==> src/xild_pkg.sv <==
package xild_pkg;

  localparam int unsigned MAX_LEN = 15;
  localparam int unsigned LEN_W   = 4;
  localparam int unsigned SEEN_W  = 5;

  localparam logic [7:0] OPC_ESCAPE  = 8'h0F;
  localparam logic [7:0] OPC_ESC3A   = 8'h3A;
  localparam logic [3:0] REX_HIGH    = 4'h4;

  typedef enum logic [2:0] {
    PH_FIRST  = 3'd0,
    PH_OPCODE = 3'd1,
    PH_OPC2   = 3'd2,
    PH_ESC3   = 3'd3,
    PH_MODRM  = 3'd4,
    PH_SIB    = 3'd5,
    PH_TAIL   = 3'd6
  } phase_e;

  typedef struct packed {
    logic [7:0] code_byte;
    logic       start_new;
  } item_t;

  typedef struct packed {
    logic       ok;
    logic       has_modrm;
    logic [3:0] imm;
  } opc_class_t;

  function automatic logic is_legacy_prefix(logic [7:0] b);
    logic r;
    case (b) inside
      8'h66, 8'h67, 8'hF0, 8'hF2, 8'hF3,
      8'h2E, 8'h36, 8'h3E, 8'h26, 8'h64, 8'h65: r = 1'b1;
      default: r = 1'b0;
    endcase
    return r;
  endfunction

  function automatic opc_class_t classify_one(logic [7:0] op);
    opc_class_t c;
    c = '0;
    c.ok = 1'b1;
    if ((op & 8'hC4) == 8'h00 && op[2:0] <= 3'd3 && op <= 8'h3B) begin
      c.has_modrm = 1'b1;
    end else if (op <= 8'h3D && op[2:0] == 3'd4) begin
      c.imm = 4'd1;
    end else if (op <= 8'h3D && op[2:0] == 3'd5) begin
      c.imm = 4'd4;
    end else if (op >= 8'h70 && op <= 8'h7F) begin
      c.imm = 4'd1;
    end else if (op >= 8'hB0 && op <= 8'hB7) begin
      c.imm = 4'd1;
    end else if (op >= 8'hB8) begin
      if (op <= 8'hBF) begin
        c.imm = 4'd8;
      end else begin
        case (op) inside
          8'hC0, 8'hC1, 8'hD0, 8'hD1, 8'hD2, 8'hD3,
          8'hF6, 8'hF7, 8'hFE, 8'hFF: c.has_modrm = 1'b1;
          8'hCD, 8'hD4, 8'hD5, 8'hE4, 8'hE5, 8'hE6, 8'hE7, 8'hEB: c.imm = 4'd1;
          8'hC7, 8'hE8, 8'hE9: c.imm = 4'd4;
          8'hC2, 8'hCA: begin
            c.has_modrm = 1'b1;
            c.imm       = 4'd1;
          end
          default: c.ok = 1'b0;
        endcase
      end
    end else if (op >= 8'h84 && op <= 8'h8B) begin
      c.has_modrm = 1'b1;
    end else begin
      case (op) inside
        8'h8D, 8'h8F, 8'h62, 8'h63: c.has_modrm = 1'b1;
        8'h6A, 8'hA8: c.imm = 4'd1;
        8'h68, 8'h69, 8'h81, 8'hA9, 8'hA0, 8'hA1, 8'hA2, 8'hA3: c.imm = 4'd4;
        8'h6B, 8'h80, 8'h82, 8'h83: begin
          c.has_modrm = 1'b1;
          c.imm       = 4'd1;
        end
        default: c.ok = 1'b0;
      endcase
    end
    return c;
  endfunction

  function automatic logic [3:0] imm_two(logic [7:0] op2);
    logic [3:0] r;
    case (op2) inside
      8'h70, 8'h71, 8'h72, 8'h73, 8'hA4, 8'hAC, 8'hBA,
      8'hC2, 8'hC4, 8'hC5, 8'hC6, 8'h3A: r = 4'd1;
      default: r = 4'd0;
    endcase
    return r;
  endfunction

  function automatic logic [2:0] disp_bytes(logic [1:0] md, logic [2:0] low);
    logic [2:0] r;
    if (md == 2'd0 && low == 3'd5) begin
      r = 3'd4;
    end else if (md == 2'd1) begin
      r = 3'd1;
    end else if (md == 2'd2) begin
      r = 3'd4;
    end else begin
      r = 3'd0;
    end
    return r;
  endfunction

endpackage

==> src/xild_in_stage.sv <==
module xild_in_stage (
  input  logic            clk_i,
  input  logic            rst_ni,
  input  logic            in_valid_i,
  output logic            in_ready_o,
  input  xild_pkg::item_t item_i,
  output logic            item_valid_o,
  input  logic            item_ready_i,
  output xild_pkg::item_t item_o
);

  logic            valid_q, valid_d;
  xild_pkg::item_t item_q;

  assign in_ready_o = !valid_q || item_ready_i;

  always_comb begin
    valid_d = valid_q;
    if (in_valid_i && in_ready_o) begin
      valid_d = 1'b1;
    end else if (item_ready_i) begin
      valid_d = 1'b0;
    end
  end

  always_ff @(posedge clk_i or negedge rst_ni) begin
    if (!rst_ni) begin
      valid_q <= 1'b0;
    end else begin
      valid_q <= valid_d;
    end
  end

  always_ff @(posedge clk_i) begin
    if (in_valid_i && in_ready_o) begin
      item_q <= item_i;
    end
  end

  assign item_valid_o = valid_q;
  assign item_o       = item_q;

endmodule

==> src/xild_core.sv <==
module xild_core (
  input  logic            clk_i,
  input  logic            rst_ni,
  input  logic            item_valid_i,
  output logic            item_ready_o,
  input  xild_pkg::item_t item_i,
  output logic            out_valid_o,
  input  logic            out_ready_i,
  output logic [3:0]      instr_length_o
);

  xild_pkg::phase_e phase_q, phase_d, phase_n, phase_cur;
  logic [xild_pkg::SEEN_W-1:0] seen_q, seen_d, seen;
  logic [3:0] imm_q, imm_d, imm_n, imm_cur;
  logic [3:0] left_q, left_d, left_n, left_cur;
  logic [1:0] mod_q, mod_d, mod_n, mod_cur;
  logic       out_valid_q, out_valid_d;
  logic [3:0] len_q, len_d;
  logic       adv, done, bad, emit, overlong;
  logic [7:0] b;
  logic [3:0] tail_cnt;
  xild_pkg::opc_class_t cls;

  assign item_ready_o = !out_valid_q || out_ready_i;
  assign adv          = item_valid_i && item_ready_o;
  assign b            = item_i.code_byte;
  assign cls          = xild_pkg::classify_one(b);

  // Step one byte through the decode.
  always_comb begin
    phase_cur = item_i.start_new ? xild_pkg::PH_FIRST : phase_q;
    imm_cur   = item_i.start_new ? 4'd0 : imm_q;
    left_cur  = item_i.start_new ? 4'd0 : left_q;
    mod_cur   = item_i.start_new ? 2'd0 : mod_q;
    seen      = (item_i.start_new ? '0 : seen_q) + 1'b1;
    phase_n   = phase_cur;
    imm_n     = imm_cur;
    left_n    = left_cur;
    mod_n     = mod_cur;
    done      = 1'b0;
    bad       = 1'b0;
    tail_cnt  = 4'd0;
    unique case (phase_cur)
      xild_pkg::PH_FIRST, xild_pkg::PH_OPCODE: begin
        if (phase_cur == xild_pkg::PH_FIRST && xild_pkg::is_legacy_prefix(b)) begin
          phase_n = phase_cur;
        end else if (phase_cur == xild_pkg::PH_FIRST && b[7:4] == xild_pkg::REX_HIGH) begin
          phase_n = xild_pkg::PH_OPCODE;
        end else if (b == xild_pkg::OPC_ESCAPE) begin
          phase_n = xild_pkg::PH_OPC2;
        end else if (!cls.ok) begin
          bad = 1'b1;
        end else begin
          imm_n = cls.imm;
          if (cls.has_modrm) begin
            phase_n = xild_pkg::PH_MODRM;
          end else begin
            phase_n = xild_pkg::PH_TAIL;
            left_n  = cls.imm;
            done    = (cls.imm == 4'd0);
          end
        end
      end
      xild_pkg::PH_OPC2: begin
        imm_n   = xild_pkg::imm_two(b);
        phase_n = (b == xild_pkg::OPC_ESC3A) ? xild_pkg::PH_ESC3 : xild_pkg::PH_MODRM;
      end
      xild_pkg::PH_ESC3: begin
        phase_n = xild_pkg::PH_MODRM;
      end
      xild_pkg::PH_MODRM: begin
        mod_n = b[7:6];
        if (b[7:6] != 2'd3 && b[2:0] == 3'd4) begin
          phase_n = xild_pkg::PH_SIB;
        end else begin
          tail_cnt = {1'b0, xild_pkg::disp_bytes(b[7:6], b[2:0])} + imm_cur;
          phase_n  = xild_pkg::PH_TAIL;
          left_n   = tail_cnt;
          done     = (tail_cnt == 4'd0);
        end
      end
      xild_pkg::PH_SIB: begin
        tail_cnt = {1'b0, xild_pkg::disp_bytes(mod_cur, b[2:0])} + imm_cur;
        phase_n  = xild_pkg::PH_TAIL;
        left_n   = tail_cnt;
        done     = (tail_cnt == 4'd0);
      end
      default: begin
        left_n = left_cur - 4'd1;
        done   = (left_n == 4'd0);
      end
    endcase
  end

  assign overlong = seen > xild_pkg::SEEN_W'(xild_pkg::MAX_LEN);
  assign emit     = bad || overlong || done;

  // Next state.
  always_comb begin
    phase_d = phase_q;
    seen_d  = seen_q;
    imm_d   = imm_q;
    left_d  = left_q;
    mod_d   = mod_q;
    if (adv) begin
      if (emit) begin
        phase_d = xild_pkg::PH_FIRST;
        seen_d  = '0;
        imm_d   = 4'd0;
        left_d  = 4'd0;
        mod_d   = 2'd0;
      end else begin
        phase_d = phase_n;
        seen_d  = seen;
        imm_d   = imm_n;
        left_d  = left_n;
        mod_d   = mod_n;
      end
    end
  end

  // Result register.
  always_comb begin
    out_valid_d = out_valid_q;
    len_d       = len_q;
    if (adv) begin
      out_valid_d = emit;
      len_d       = (bad || overlong) ? 4'd0 : seen[xild_pkg::LEN_W-1:0];
    end else if (out_ready_i) begin
      out_valid_d = 1'b0;
    end
  end

  always_ff @(posedge clk_i or negedge rst_ni) begin
    if (!rst_ni) begin
      phase_q     <= xild_pkg::PH_FIRST;
      seen_q      <= '0;
      imm_q       <= 4'd0;
      left_q      <= 4'd0;
      mod_q       <= 2'd0;
      out_valid_q <= 1'b0;
    end else begin
      phase_q     <= phase_d;
      seen_q      <= seen_d;
      imm_q       <= imm_d;
      left_q      <= left_d;
      mod_q       <= mod_d;
      out_valid_q <= out_valid_d;
    end
  end

  always_ff @(posedge clk_i) begin
    len_q <= len_d;
  end

  assign out_valid_o    = out_valid_q;
  assign instr_length_o = len_q;

  a_seen_bounded: assert property (@(posedge clk_i) disable iff (!rst_ni)
    seen_q <= xild_pkg::SEEN_W'(xild_pkg::MAX_LEN))
    else $error("byte count passed the length limit");

  a_tail_nonzero: assert property (@(posedge clk_i) disable iff (!rst_ni)
    phase_q == xild_pkg::PH_TAIL |-> left_q != 4'd0)
    else $error("tail phase with nothing left");

  a_clear_after_emit: assert property (@(posedge clk_i) disable iff (!rst_ni)
    adv && emit |=> seen_q == '0 && phase_q == xild_pkg::PH_FIRST)
    else $error("state not cleared after result");

  a_result_source: assert property (@(posedge clk_i) disable iff (!rst_ni)
    $rose(out_valid_q) |-> $past(adv && emit))
    else $error("result without a transfer");

endmodule

==> src/x86_64_instruction_length_decoder.sv <==
// x86-64 instruction length decoder.
// Input channel: one code byte per transfer (code_byte_i, start_new_i) under
// in_valid_i / in_ready_o. start_new_i drops any decode in progress and takes
// the byte as the first byte of a new instruction.
// Output channel: instr_length_o under out_valid_o / out_ready_i, one transfer
// on the last byte of each instruction; 0 marks an unsupported opcode or an
// instruction longer than 15 bytes, after which decoding restarts.
// Bytes that do not end an instruction give no output.
// Path: the last byte passes the input register, then the result register,
// before its result is offered.
// Throughput: one byte per cycle while no result waits on out_ready_i; each
// byte passes a table decode and a small add into the state registers.
// Reset: the decoder waits for the first byte of an instruction, both
// registers empty.
// Stall: while out_ready_i is low a pending result holds; the input register
// still takes one byte, then in_ready_o drops until the result is taken.
module x86_64_instruction_length_decoder (
  input  logic       clk_i,
  input  logic       rst_ni,
  input  logic       in_valid_i,
  output logic       in_ready_o,
  input  logic [7:0] code_byte_i,
  input  logic       start_new_i,
  output logic       out_valid_o,
  input  logic       out_ready_i,
  output logic [3:0] instr_length_o
);

  xild_pkg::item_t in_item, s1_item;
  logic            s1_valid, s1_ready;

  assign in_item.code_byte = code_byte_i;
  assign in_item.start_new = start_new_i;

  xild_in_stage u_in_stage (
    .clk_i        (clk_i),
    .rst_ni       (rst_ni),
    .in_valid_i   (in_valid_i),
    .in_ready_o   (in_ready_o),
    .item_i       (in_item),
    .item_valid_o (s1_valid),
    .item_ready_i (s1_ready),
    .item_o       (s1_item)
  );

  xild_core u_core (
    .clk_i          (clk_i),
    .rst_ni         (rst_ni),
    .item_valid_i   (s1_valid),
    .item_ready_o   (s1_ready),
    .item_i         (s1_item),
    .out_valid_o    (out_valid_o),
    .out_ready_i    (out_ready_i),
    .instr_length_o (instr_length_o)
  );

endmodule
==> config.mk <==
export PLATFORM = sky130hd
export DESIGN_NAME = x86_64_instruction_length_decoder
export DESIGN_NICKNAME = d
export VERILOG_FILES = /design/src/xild_pkg.sv /design/src/xild_in_stage.sv /design/src/xild_core.sv /design/src/x86_64_instruction_length_decoder.sv
export SDC_FILE = /design/constraint.sdc
export NUM_CORES = 1
export LEC_CHECK = 0
export ABC_AREA = 0
export BUFFER_PORTS_ARGS = -buffer_cell sky130_fd_sc_hd__buf_2
export CORE_MARGIN = 5
export CORE_UTILIZATION = 45
export CTS_CLUSTER_DIAMETER = 60
export DETAILED_ROUTE_END_ITERATION = 8
export PLACE_DENSITY = 0.65
export SYNTH_ARGS = -nofsm -noshare
export SYNTH_HDL_FRONTEND = slang
export SYNTH_SLANG_ARGS = --single-unit
==> constraint.sdc <==
create_clock -name clk_i -period 3.9 [get_ports clk_i]
set_clock_uncertainty 0.2 [all_clocks]
set_input_delay 0.39 -clock clk_i [delete_from_list [all_inputs] [get_ports clk_i]]
set_output_delay 0.39 -clock clk_i [all_outputs]
set_load 0.01 [all_outputs]
# Word-level counts from Yosys, hierarchy flattened
# Cells that the tools add are included.
[word_totals] inputBits=13 register_bits=33 out_inout_bits=6 elab_cells=243
[op_classes] order_cmp=12 reduce_logical=42 addsub=4 n_eq_ne=77 n_mux=98
[ops] cell="8-bit == test, second input constant" n=44
[ops] cell="8-bit by 7-bit == test with 1-bit output, second input constant" n=14
[ops] cell="4-bit two-way mux" n=27
[ops] cell="3-bit two-way mux" n=16
[ops] cell="8-bit by 6-bit == test with 1-bit output, second input constant" n=5
[ops] cell="1-bit two-way mux" n=38
[ops] cell="8-bit greater-or-equal comparator, second input constant" n=3
[ops] cell="8-bit less-or-equal comparator, second input constant" n=3
[ops] cell="2-bit two-way mux" n=10
[ops] cell="8-bit by 6-bit less-or-equal comparator with 1-bit output, second input constant" n=2
[ops] cell="4-bit zero test" n=4
[ops] cell="4-bit one-hot mux with 4 select lines" n=1
[ops] cell="8-bit OR reduction" n=2
[ops] cell="3-bit one-hot mux with 5 select lines" n=1
[ops] cell="1-bit logical AND" n=14
[ops] cell="3-bit == test, second input constant" n=4
[ops] cell="12-bit OR reduction" n=1
[ops] cell="11-bit OR reduction" n=1
[ops] cell="5-bit two-way mux" n=2
[ops] cell="10-bit OR reduction" n=1
[ops] cell="3-bit by 4-bit adder with 4-bit output" n=2
[ops] cell="8-bit by 4-bit == test with 1-bit output, second input constant" n=1
[ops] cell="8-bit by 7-bit greater-or-equal comparator with 1-bit output, second input constant" n=1
[ops] cell="8-bit by 7-bit less-or-equal comparator with 1-bit output, second input constant" n=1
[ops] cell="other kinds (22)" n=35

# Longest topological paths before layout
# Gate-level depths: netlist (run 1).
[logic_depth] word_depth=22 depth_mapped=13

# Modules after synthesis
# A second synthesis (run 1) with hierarchy kept.
[hier_totals] cells_unflattened=347 hier_area_um2=2917.8
[by_module_without_submodules] mod="xild_core" cells_each=334 area_each_um2=2593.7 seq_area_each_um2=595.6 instances=1
[by_module_without_submodules] mod="xild_in_stage" cells_each=13 area_each_um2=324.1 seq_area_each_um2=295.3 instances=1

# Least setup slack after synthesis (run 1)
# Ideal clock, no wire load.
[synth_path] path_kind="reg-to-reg" startpoint="register u_in_stage.item_q (netlist bit u_in_stage.item_o[0])" endpoint="register u_core.imm_q[1]" stages_incl_launch_ff=12 n_path_buf=3 required_ns=3.634 t_arrival_ns=2.997 slack_ns=0.637 path_cell_list="edfxtp_1 clkbuf_1 clkbuf_1 clkbuf_1 nor2b_1 ha_1 a31oi_1 o22a_1 and4b_1 or3_1 o41ai_2 and2_1"
[synth_via] elab_chain_cells=11 elab_cells_between_ends=46 cone_classes="4 x add/sub; 1 x order compare; 7 x eq/ne; 22 x mux; 12 x reduce/logical"
[synth_lines] item="start, declared" line_no="xild_in_stage.sv:13" rtl="xild_pkg::item_t item_q;"
[synth_lines] item="start signal, assigned" line_no="xild_in_stage.sv:36" rtl="item_q <= item_i;"
[synth_lines] item="2-bit two-way mux" line_no="xild_core.sv:34" rtl="mod_cur = item_i.start_new ? 2'd0 : mod_q;"
[synth_lines] item="2-bit == test" line_no="xild_pkg.sv:105" rtl="end else if (md == 2'd2) begin"
[synth_lines] item="3-bit two-way mux" line_no="xild_pkg.sv:105"
[synth_lines] item="3-bit two-way mux" line_no="xild_pkg.sv:103" rtl="end else if (md == 2'd1) begin"
[synth_lines] item="3-bit two-way mux" line_no="xild_pkg.sv:101" rtl="if (md == 2'd0 && low == 3'd5) begin"
[synth_lines] item="3-bit two-way mux" line_no="xild_core.sv:43" rtl="unique case (phase_cur)"
[synth_lines] item="3-bit by 4-bit adder with 4-bit output" line_no="xild_core.sv:83" rtl="tail_cnt = {1'b0, xild_pkg::disp_bytes(mod_cur, b[2:0])} + imm_cur;"
[synth_lines] item="4-bit zero test" line_no="xild_core.sv:86" rtl="done = (tail_cnt == 4'd0);"
[synth_lines] item="1-bit one-hot mux with 4 select lines" line_no="xild_core.sv:43"
[synth_lines] item="1-bit logical OR" line_no="xild_core.sv:96" rtl="assign emit = bad || overlong || done;"
[synth_lines] item="4-bit two-way mux *" line_no="xild_core.sv:106" rtl="if (emit) begin"
[synth_lines] item="end signal, assigned" line_no="xild_core.sv:145" rtl="imm_q <= imm_d;"
[synth_lines] item="end, declared" line_no="xild_core.sv:14" rtl="logic [3:0] imm_q, imm_d, imm_n, imm_cur;"
# Every way passes the cells marked *; elsewhere a longest branch is shown, timed or not. The select of a mux whose other input is x is not followed.
# A chain may end at the register's enable or synchronous reset.

# Worst setup path after layout (run 1)
[layout_path] startpoint="register u_in_stage.item_q (netlist bit u_in_stage.item_o[1])" endpoint="register u_core.seen_q[1] (netlist bit)"
[layout_via] elab_chain_cells=22 elab_cells_between_ends=152 cone_classes="2 x add/sub; 11 x order compare; 55 x eq/ne; 59 x mux; 25 x reduce/logical"
[layout_lines] item="8-bit == test or 8-bit by 7-bit == test with 1-bit output (tied branches)" line_no="xild_core.sv:27" rtl="assign cls = xild_pkg::classify_one(b);"
[layout_lines] item="4-bit OR reduction or 2-bit OR reduction (tied branches)" line_no="xild_pkg.sv:75, xild_pkg.sv:60"
[layout_lines] item="1-bit two-way mux, on equally long branches" line_no="xild_pkg.sv:75, xild_pkg.sv:60"
[layout_lines] item="4-bit two-way mux, on equally long branches (3 in a row)" line_no="xild_pkg.sv:75, xild_pkg.sv:60"
[layout_lines] item="4-bit two-way mux, on equally long branches" line_no="xild_pkg.sv:72, xild_pkg.sv:57"
[layout_lines] item="6-bit two-way mux" line_no="xild_pkg.sv:56" rtl="end else if (op >= 8'hB8) begin"
[layout_lines] item="4-bit two-way mux" line_no="xild_pkg.sv:54" rtl="end else if (op >= 8'hB0 && op <= 8'hB7) begin"
[layout_lines] item="4-bit two-way mux" line_no="xild_pkg.sv:52" rtl="end else if (op >= 8'h70 && op <= 8'h7F) begin"
[layout_lines] item="[4 not listed]"
[layout_lines] item="1-bit two-way mux" line_no="xild_core.sv:55" rtl="if (cls.has_modrm) begin"
[layout_lines] item="1-bit two-way mux" line_no="xild_core.sv:51" rtl="end else if (!cls.ok) begin"
[layout_lines] item="1-bit two-way mux" line_no="xild_core.sv:49" rtl="end else if (b == xild_pkg::OPC_ESCAPE) begin"
[layout_lines] item="1-bit two-way mux" line_no="xild_core.sv:47" rtl="end else if (phase_cur == xild_pkg::PH_FIRST && b[7:4] == xild_pkg::REX_HIGH) begin"
[layout_lines] item="1-bit two-way mux" line_no="xild_core.sv:45" rtl="if (phase_cur == xild_pkg::PH_FIRST && xild_pkg::is_legacy_prefix(b)) begin"
[layout_lines] item="1-bit one-hot mux with 4 select lines" line_no="xild_core.sv:43"
[layout_lines] item="1-bit logical OR *" line_no="xild_core.sv:96"
[layout_lines] item="5-bit two-way mux *" line_no="xild_core.sv:106"
[layout_lines] item="end signal, assigned" line_no="xild_core.sv:144" rtl="seen_q <= seen_d;"
[layout_lines] item="end, declared" line_no="xild_core.sv:13" rtl="logic [xild_pkg::SEEN_W-1:0] seen_q, seen_d, seen;"
# Marked as above.

==> results of run 1 <==
-- flip-flops by register name (all words and copies together) (netlist names) --
signal and cells:
u_core.left_q 4, u_core.imm_q 4, u_core.seen_q 5, u_in_stage.item_valid_o 1
u_core.mod_q 2, u_core.out_valid_o 1, u_core.phase_q 3, u_in_stage.item_o 9
u_core.instr_length_o 4
-- cell usage after synthesis, types with 2 or more instances --
cell / count / area, um2
o21ai_0: 14 / 70.1
nor3b_1: 3 / 22.5
o41ai_2: 2 / 32.5
nand4_1: 3 / 18.8
nor3_2: 3 / 30.0
o21bai_1: 2 / 15.0
o32a_1: 4 / 40.0
or4b_1: 2 / 20.0
nor4_1: 4 / 25.0
or3_1: 2 / 12.5
a31oi_1: 11 / 68.8
nor2b_1: 15 / 93.8
or2_2: 2 / 12.5
a221o_1: 2 / 20.0
inv_1: 10 / 37.5
a21oi_1: 17 / 85.1
a22oi_1: 2 / 15.0
nor3_1: 9 / 45.0
a211oi_1: 7 / 52.6
a32oi_1: 3 / 26.3
nand3_1: 9 / 45.0
buf_2: 7 / 35.0
a32o_1: 4 / 40.0
and4b_1: 2 / 20.0
edfxtp_1: 13 / 390
or4bb_1: 2 / 22.5
a211o_1: 3 / 26.3
xnor2_1: 2 / 17.5
ha_1: 10 / 125
dfrtp_1: 20 / 500
and2_1: 5 / 31.3
nand2_1: 26 / 97.6
nand2b_1: 10 / 62.6
o311a_1: 2 / 20.0
mux2i_1: 2 / 20.0
a311o_1: 2 / 20.0
clkbuf_1: 11 / 41.3
nor2_1: 26 / 97.6
o221a_2: 2 / 22.5
o22ai_1: 3 / 18.8
o21a_1: 2 / 15.0
o31ai_1: 6 / 45.0
-- final cells by class --
class,count,area (um2)
Sequential cell,33,891
Timing Repair Buffer,27,160
Tap cell,75,93.8
Fill cell,557,2920
Multi-Input combinational cell,254,1730
Inverter,10,37.5
Clock inverter,2,11.3
Clock buffer,6,72.6
-- worst paths after layout --
kind / from / endpoint / slack (ns) / cells after the start
worst max-delay path: u_in_stage.item_o[1] / u_core.seen_q[1] / 0.49 / 10
worst min-delay path: code_byte_i[3] / u_in_stage.item_o[4] / 0.06 / 1
worst max register to register: u_in_stage.item_o[1] / u_core.seen_q[1] / 0.49 / 10
worst min register to register: u_core.imm_q[2] / u_core.imm_q[2] / 0.30 / 1
max in group asynchronous: rst_ni / u_core.phase_q[1] / 2.77 / 2
min in group asynchronous: rst_ni / u_core.left_q[3] / 0.39 / 2
-- cells in the final DEF (no fill, tap or decap), drive strengths merged, types with 3 or more instances in the layout --
cell,instances
a211o,3
a211oi,7
a21oi,17
a31oi,11
a32o,4
a32oi,3
and2,5
buf,26
clkbuf,6
dfrtp,20
edfxtp,13
ha,10
inv,10
nand2,26
nand2b,10
nand3,10
nand4,3
nor2,26
nor2b,15
nor3,12
nor3b,3
nor4,4
o21ai,15
o22ai,3
o31ai,6
o32a,4
o41ai,3
-- critical path, cell delays in order (launching register included) --
cell	delay [ns]
edfxtp_1	0.62
nor2b_1	0.31
a21oi_1	0.11
nor2_1	0.13
ha_1	0.28
a31oi_1	0.18
o22a_1	0.17
and4b_1	0.21
nor3_2	0.55
nand2_1	0.27
o31ai_1	0.27
-- power breakdown --
group | internal, mW | switching, mW | leakage (nW)
Sequential | 0.431 | 0.0943 | 0.397
Combinational | 0.218 | 0.345 | 0.743
Clock | 0.124 | 0.138 | 0.0388
Total | 0.773 | 0.577 | 1.18
-- layer usage --
layer / global-route usage / vias to the layer above / part of all wire
li1: - / 1261 / -
met1: 0.278 / 1261 / 0.45
met2: 0.288 / 137 / 0.46
met3: 0.0310 / 23 / 0.071
met4: 0.0824 / 0 / 0.026
met5: 0 / - / 0
-- metrics by stage --
step	instance area, um2	total power [mW]	utilization	hold WS (ns)	setup slack (ns)
6_report	3000	1.35	0.506	0.0643	0.487
5_1_grt	3000	1.44	0.506	0.0536	0.150
4_1_cts	3000	1.35	0.506	0.0607	0.539
3_5_place_dp	2900	1.08	0.490	0.185	0.586
3_3_place_gp	2900	1.08	0.490	0.184	0.634
2_1_floorplan	2750	0.923	-	-0.106	0.637
-- repair_timing --
item	4_1_cts	5_1_grt
hold endpoints to repair	20	0
hold buffers	1	0
setup buffers	0	0
endpoints found under the setup margin	0	0
-- cell families (layout without fill, tap and decap cells) --
| group | Yosys count | after routing |
|---|---|---|
| flops | 33 | 33 |
| buf+inv | 29 | 45 |
| fa+ha+maj | 10 | 10 |
| mux | 3 | 3 |
| simple gates | 132 | 132 |
| compound gates | 106 | 106 |
| xor+xnor | 3 | 3 |
==> impl_metrics.toml, run 1 <==
[worst_setup_path]
crit_type = "reg -> reg"
end_kind = "flop"
cp.arrival_ns = 3.41
start_kind = "flop"
cp.required_ns = 3.90
worstPathMaxFanout = 14

[place]
placed_cells = 398
gp_congestion = 0.948
hpwl_um = 5320
io_buffer_count = 18

[global_route]
gr-total-overflow = 0
grt_max_degree = 21
grt_use_total = 0.194
grt_pass1_wl_um = 11800
grt_antenna_before_repair = 0
grt_pass1_vias = 2332

[cts]
ctsResizeCount = 0
cts_max_level = 2
clock_latency_ns = 0.30
clock-sinks = 33
numCtsBuffers = 5
cts_tree = "built"
cts_buffer_depth = 2
path_clk_slew_ns = 0.07
cts_root_buffer = "clkbuf_8"

[power_and_ir_drop]
p_leak_nw = 1.18
peakVddDrop_v = 0.000251
powerDensity_nw_per_um2 = 450

[floorplan]
ios = 19
core.rowCount = 28
coreArea_um2 = 5920
die_x_um = 88.1
die-area_um2 = 7770
die_height_um = 88.1
initial_utilization = 0.464

[routing]
avgRoutedWirePerCell_um = 17.8
drt_iter0_drc = 335
wirelength_um = 7260
route.detailed.drc = 0
first_pass_iters = 5
vias = 2682
vias_per_cell = 6.59
ant_nets = 0

[sta]
setup_viol = 0
slew-limit-headroom = 0.502
hold_viol = 0
fmax_mhz = 293
post-route-period-util = 0.875
rsz0062_at_grt = "no"
tightest_slew_ns = 0.744
fin_crit_ns = 3.41
setup_tns_ns = 0
drv_slew = 0

[yosys]
syn_avg_cell_area_um2 = 8.69
synthAdderAreaFrac = 0.0456
ys_types = 72
syn-num-nets = 339
syn_inst = 316
synth_warnings = 0
synth_compound_area_frac = 0.292
synth-main-ff-cell = "dfrtp_1"
async_flop_share = 0.606
ys_seq_area_frac = 0.324
synth-seq-cells = 33
synth-xor-area-share = 0.00957
synth-edff-count = 13
synthSimpleGateAreaFrac = 0.271
synth_top_family_by_area = "compound AO/OA/AOI/OAI gates"
netlist_area_um2 = 2750
synthMuxAreaShare = 0.0114

[final_layout]
layout-drive-gt1-share = 0.145
stdcell_count = 407
layout.nets = 354
antenna_cells = 0
synthToLayoutAreaGrowth_pct = 9.11

[run_status]
status = "finished clean"

[hold_path]
hp-class = "in -> reg"

[run]
drv_cap = 0
Note: power is estimated with default switching activity, not from simulation.
==> inputs of run 2 (changes only) <==
--- a/config.mk
+++ b/config.mk
@@ -7,11 +7,13 @@
 export LEC_CHECK = 0
 export ABC_AREA = 0
 export BUFFER_PORTS_ARGS = -buffer_cell sky130_fd_sc_hd__buf_2
+export CELL_PAD_IN_SITES_DETAIL_PLACEMENT = 2
+export CELL_PAD_IN_SITES_GLOBAL_PLACEMENT = 2
 export CORE_MARGIN = 5
-export CORE_UTILIZATION = 45
+export CORE_UTILIZATION = 38
 export CTS_CLUSTER_DIAMETER = 60
 export DETAILED_ROUTE_END_ITERATION = 8
-export PLACE_DENSITY = 0.65
+export PLACE_DENSITY = 0.84
 export SYNTH_ARGS = -nofsm -noshare
 export SYNTH_HDL_FRONTEND = slang
 export SYNTH_SLANG_ARGS = --single-unit
==> run 2 against run 1 <==
Against the previous run: flip-flop and latch count stayed put; clock power up 32%; core utilization decreased by 7.6 points; worst hold slack better by 0.010 ns; sequential power rose by 2%; combinational power rose by 8.3%.
==> impl_metrics.toml, run 2 (same netlist as run 1, synthesis figures left out) <==
[worst_setup_path]
reg2reg_slack_ns = 0.52
r2r-end = "u_core.imm_q[2]"
crit_cells = 10
path_delay_family = "simple AND/OR/NAND/NOR gates"
crit_type = "reg -> reg"
cp_slowest_cell = "edfxtp_1"
cp.arrival_ns = 3.42
rr_startpoint = "u_in_stage.item_o[1]"
cp.required_ns = 3.94
crit_chain = "nor2b_1 -> a21oi_1 -> nor2_1 -> ha_1 -> a31oi_1 -> o22a_1 -> and4b_1 -> or3_1 -> nor3_2 -> a32o_1"
slowest_delay_ns = 0.64
worstPathMaxFanout = 14
start_kind = "flop"
end_kind = "flop"
rr_worst_depth = 10
path_buf_inv = 0

[routing]
wl_met3_um = 409
first_pass_iters = 4
top_layer = "met4"
ant_nets = 0
vias_per_cell = 6.35
wirelength_um = 9890
vias = 2745
routed-wl-met2_um = 4810
drt_iter0_drc = 174
wl_met1_um = 4460
avgRoutedWirePerCell_um = 22.9
route.detailed.drc = 0

[final_layout]
layout-drive-gt1-share = 0.153
largest_reg_flops = 9
synthToLayoutAreaGrowth_pct = 11.8
final_cell_mix = "nand2_1, nor2_1, dfrtp_1"
seq_area_um2 = 891
antenna_cells = 0
multi_input_area_um2 = 1730
final_util = 0.430
fillerInstances = 812
layout.nets = 355

[hold_path]
min_to = "u_in_stage.item_o[7]"
min_path_cells = 1
hp-class = "in -> reg"
min_from = "code_byte_i[6]"

[sta]
fmax_mhz = 296
fin_crit_ns = 3.38
tightest_slew_ns = 0.750
rsz0062_at_grt = "no"
post-route-period-util = 0.867
slew-limit-headroom = 0.498
setup_viol = 0
setup_tns_ns = 0
worst_slack_ns = 0.518
hold_viol = 0
drv_slew = 0

[place]
gp_congestion = 0.870
io_buffer_count = 18
hpwl_um = 7040
dp_slack_ns = 0.530

[floorplan]
die_height_um = 95.0
die_x_um = 95.0
ios = 19
die-area_um2 = 9030
initial_utilization = 0.385
coreArea_um2 = 7140
core.rowCount = 31

[cts]
postCtsSetupRepairBufs = 0
cts_max_level = 2
cts_root_buffer = "clkbuf_8"
clock-sinks = 33
cts_tree = "built"
numCtsBuffers = 5
clock_latency_ns = 0.29
ctsResizeCount = 0
path_clk_slew_ns = 0.08
cts_buffer_depth = 2

[power_and_ir_drop]
peakVddDrop_v = 0.000272
finalPower_mw = 1.50
powerDensity_nw_per_um2 = 487
p_leak_nw = 1.20

[global_route]
grt_max_degree = 26
grt_pass1_wl_um = 16100
grt_use_total = 0.230
gr-total-overflow = 0
grt_antenna_before_repair = 0
grt_pass1_vias = 3040

[run]
drv_cap = 0

[run_status]
status = "finished clean"
run 2: layer usage:
| layer | vias to the layer above | global-route usage |
|---|---|---|
| met5 | - | 0 |
| met4 | 0 | 0.0721 |
| met3 | 18 | 0.0253 |
| met2 | 65 | 0.393 |
| met1 | 1398 | 0.305 |
| li1 | 1264 | - |
run 2: layout make-up:
type	instances	share of cell area
multi-input cells	254	0.564
repair buffers	28	0.0546
clock buffers	6	0.0269
clock inverters	2	0.0122
well taps	99	0.0403
flip-flops and latches	33	0.290
inverters	10	0.0122
run 2: worst max-delay path by stage:
| stage | start | end |
|---|---|---|
| final | u_in_stage.item_o[1] | u_core.imm_q[2] |
| after global routing | u_in_stage.item_o[1] | u_core.imm_q[3] |
| after CTS | u_in_stage.item_o[1] | u_core.mod_q[1] |
| after detailed placement | u_in_stage.item_o[1] | u_core.imm_q[2] |
| after global placement | u_in_stage.item_o[1] | u_core.imm_q[1] |
| after floorplan | u_in_stage.item_o[0] | u_core.imm_q[1] |
run 2: timing repair:
action | in CTS | in global routing
hold buffers | 1 | 0
endpoints found under the hold margin | 20 | 0
endpoints found under the setup margin | 0 | 0
run 2: power by group:
group / total [mW] / leakage, nW / switching [mW] / internal [mW]
clock: 0.347 / 0.0574 / 0.140 / 0.208
combinational: 0.610 / 0.748 / 0.390 / 0.220
sequential: 0.538 / 0.397 / 0.108 / 0.431
run 2: worst register-to-register path, delay by kind of cell (launching register included):
family                   cells  cell delay, ns
AND/OR/NAND/NOR              5            1.53
AO/OA/AOI/OAI                4            0.68
flip-flops                   1            0.64
adder cells (fa/ha/maj)      1            0.28
run 2: stage by stage:
| step | cell area [um2] | hold slack (ns) | cells |
|---|---|---|---|
| after floorplan | 2750 | -0.106 | 316 |
| after CTS | 3070 | 0.0723 | 432 |
| after global placement | 2940 | 0.189 | 423 |
| after detailed placement | 2940 | 0.204 | 423 |
| final | 3070 | 0.0743 | 432 |
| after global routing | 3070 | 0.0637 | 432 |
==> inputs of run 3 (changes only) <==
--- a/config.mk
+++ b/config.mk
@@ -11,9 +11,10 @@
 export CELL_PAD_IN_SITES_GLOBAL_PLACEMENT = 2
 export CORE_MARGIN = 5
 export CORE_UTILIZATION = 38
-export CTS_CLUSTER_DIAMETER = 60
+export CTS_CLUSTER_DIAMETER = 50
 export DETAILED_ROUTE_END_ITERATION = 8
 export PLACE_DENSITY = 0.84
+export RECOVER_POWER = 100
 export SYNTH_ARGS = -nofsm -noshare
 export SYNTH_HDL_FRONTEND = slang
 export SYNTH_SLANG_ARGS = --single-unit
==> run 3 against run 2 <==
Against the previous run: critical path depth fell by 3; combinational power fell by 3.4%; sequential share of layout area rose by 0.38 points; non-clock buffer count did not move; critical path type unchanged.
==> impl_metrics.toml, run 3 (same netlist as run 1, synthesis figures left out) <==
[final_layout]
layout-drive-gt1-share = 0.120
fillerInstances = 821
seq_area_um2 = 891
layout.nets = 355
antenna_cells = 0
largest_reg_flops = 9
final_cell_mix = "nand2_1, nor2_1, dfrtp_1"
multi_input_area_um2 = 1710
synthToLayoutAreaGrowth_pct = 10.3

[sta]
tightest_slew_ns = 1.25
hold_viol = 0
slew-limit-headroom = 0.169
setup_viol = 0
fmax_mhz = 284
hold_slack_ns = 0.0745
post-route-period-util = 0.903
drv_slew = 0
setup_tns_ns = 0
fin_crit_ns = 3.52
rsz0062_at_grt = "no"

[power_and_ir_drop]
powerDensity_nw_per_um2 = 487
peakVddDrop_v = 0.000266
p_leak_nw = 1.17

[place]
io_buffer_count = 18
gp_congestion = 0.870
hpwl_um = 7040

[cts]
cts_tree = "built"
cts_buffer_depth = 2
ctsResizeCount = 0
clock-sinks = 33
numCtsBuffers = 5
cts_root_buffer = "clkbuf_8"
path_clk_slew_ns = 0.08
clock_latency_ns = 0.29
cts_max_level = 2

[global_route]
grt_antenna_before_repair = 0
grt_pass1_vias = 3040
grt_use_total = 0.230
grt_pass1_wl_um = 16100
gr-total-overflow = 0
grt_max_degree = 26

[routing]
vias_per_cell = 6.34
drt_iter0_drc = 169
vias = 2740
avgRoutedWirePerCell_um = 22.8
route.detailed.drc = 0
first_pass_iters = 4
wirelength_um = 9840
ant_nets = 0

[floorplan]
die-area_um2 = 9030
die_x_um = 95.0
coreArea_um2 = 7140
core.rowCount = 31
initial_utilization = 0.385
ios = 19
die_height_um = 95.0

[hold_path]
hp-class = "in -> reg"

[worst_setup_path]
start_kind = "flop"
cp.required_ns = 3.90
end_kind = "flop"
cp.arrival_ns = 3.53
worstPathMaxFanout = 16
crit_type = "reg -> reg"

[run]
drv_cap = 0

[run_status]
status = "finished clean"
## run 3: layout make-up
| type | instances | share of cell area |
|---|---|---|
| Tap cell | 99 | 0.0409 |
| Multi-Input combinational cell | 254 | 0.563 |
| Clock buffer | 6 | 0.0273 |
| Inverter | 10 | 0.0124 |
| Timing Repair Buffer | 28 | 0.0500 |
| Sequential cell | 33 | 0.294 |
| Clock inverter | 2 | 0.0124 |
## run 3: what timing repair did
action                    4_1_cts  5_1_grt
hold buffers                    1        0
hold endpoints to repair       20        0
buffers inserted                0        0
## run 3: stage by stage
stage | total power, mW | instances | area, um2 | setup slack (ns) | utilization
final | 1.48 | 432 | 3030 | 0.379 | 0.425
after global routing | 1.57 | 432 | 3030 | 0.147 | 0.425
after CTS | 1.50 | 432 | 3070 | 0.525 | 0.430
after detailed placement | 1.13 | 423 | 2940 | 0.530 | 0.412
after global placement | 1.10 | 423 | 2940 | 0.584 | 0.412
after floorplan | 0.923 | 316 | 2750 | 0.637 | -
## run 3: power breakdown
part           switching, mW  internal (mW)  leakage (nW)
Clock                  0.141          0.208        0.0574
Sequential             0.108          0.431         0.397
Combinational          0.382          0.208         0.713
## run 3: final timing paths
check	startpoint	to	slack, ns	depth (start not counted)
min	code_byte_i[1]	u_in_stage.item_o[2]	0.07	1
max	u_in_stage.item_o[6]	u_core.imm_q[0]	0.38	7
min in group asynchronous	rst_ni	u_core.mod_q[0]	0.66	2
max reg2reg	u_in_stage.item_o[6]	u_core.imm_q[0]	0.38	7
max in group asynchronous	rst_ni	u_in_stage.item_valid_o	2.10	2
min reg2reg	u_core.imm_q[0]	u_core.imm_q[0]	0.29	2
## run 3: metal layers
layer,track usage,vias up,share of wire
met1,0.305,1402,0.45
met3,0.0253,16,0.035
met5,0,-,0
met2,0.393,66,0.49
met4,0.0721,0,0.020
li1,-,1256,-
## run 3: worst max-delay path, stage by stage, from the launching register on
cell and delay, ns:
edfxtp_1 0.66, or4b_1 0.67, o32a_1 0.32, o21ai_0 0.21, nor4b_2 0.20, a41oi_2 0.54
nand3_1 0.32, o31ai_1 0.31
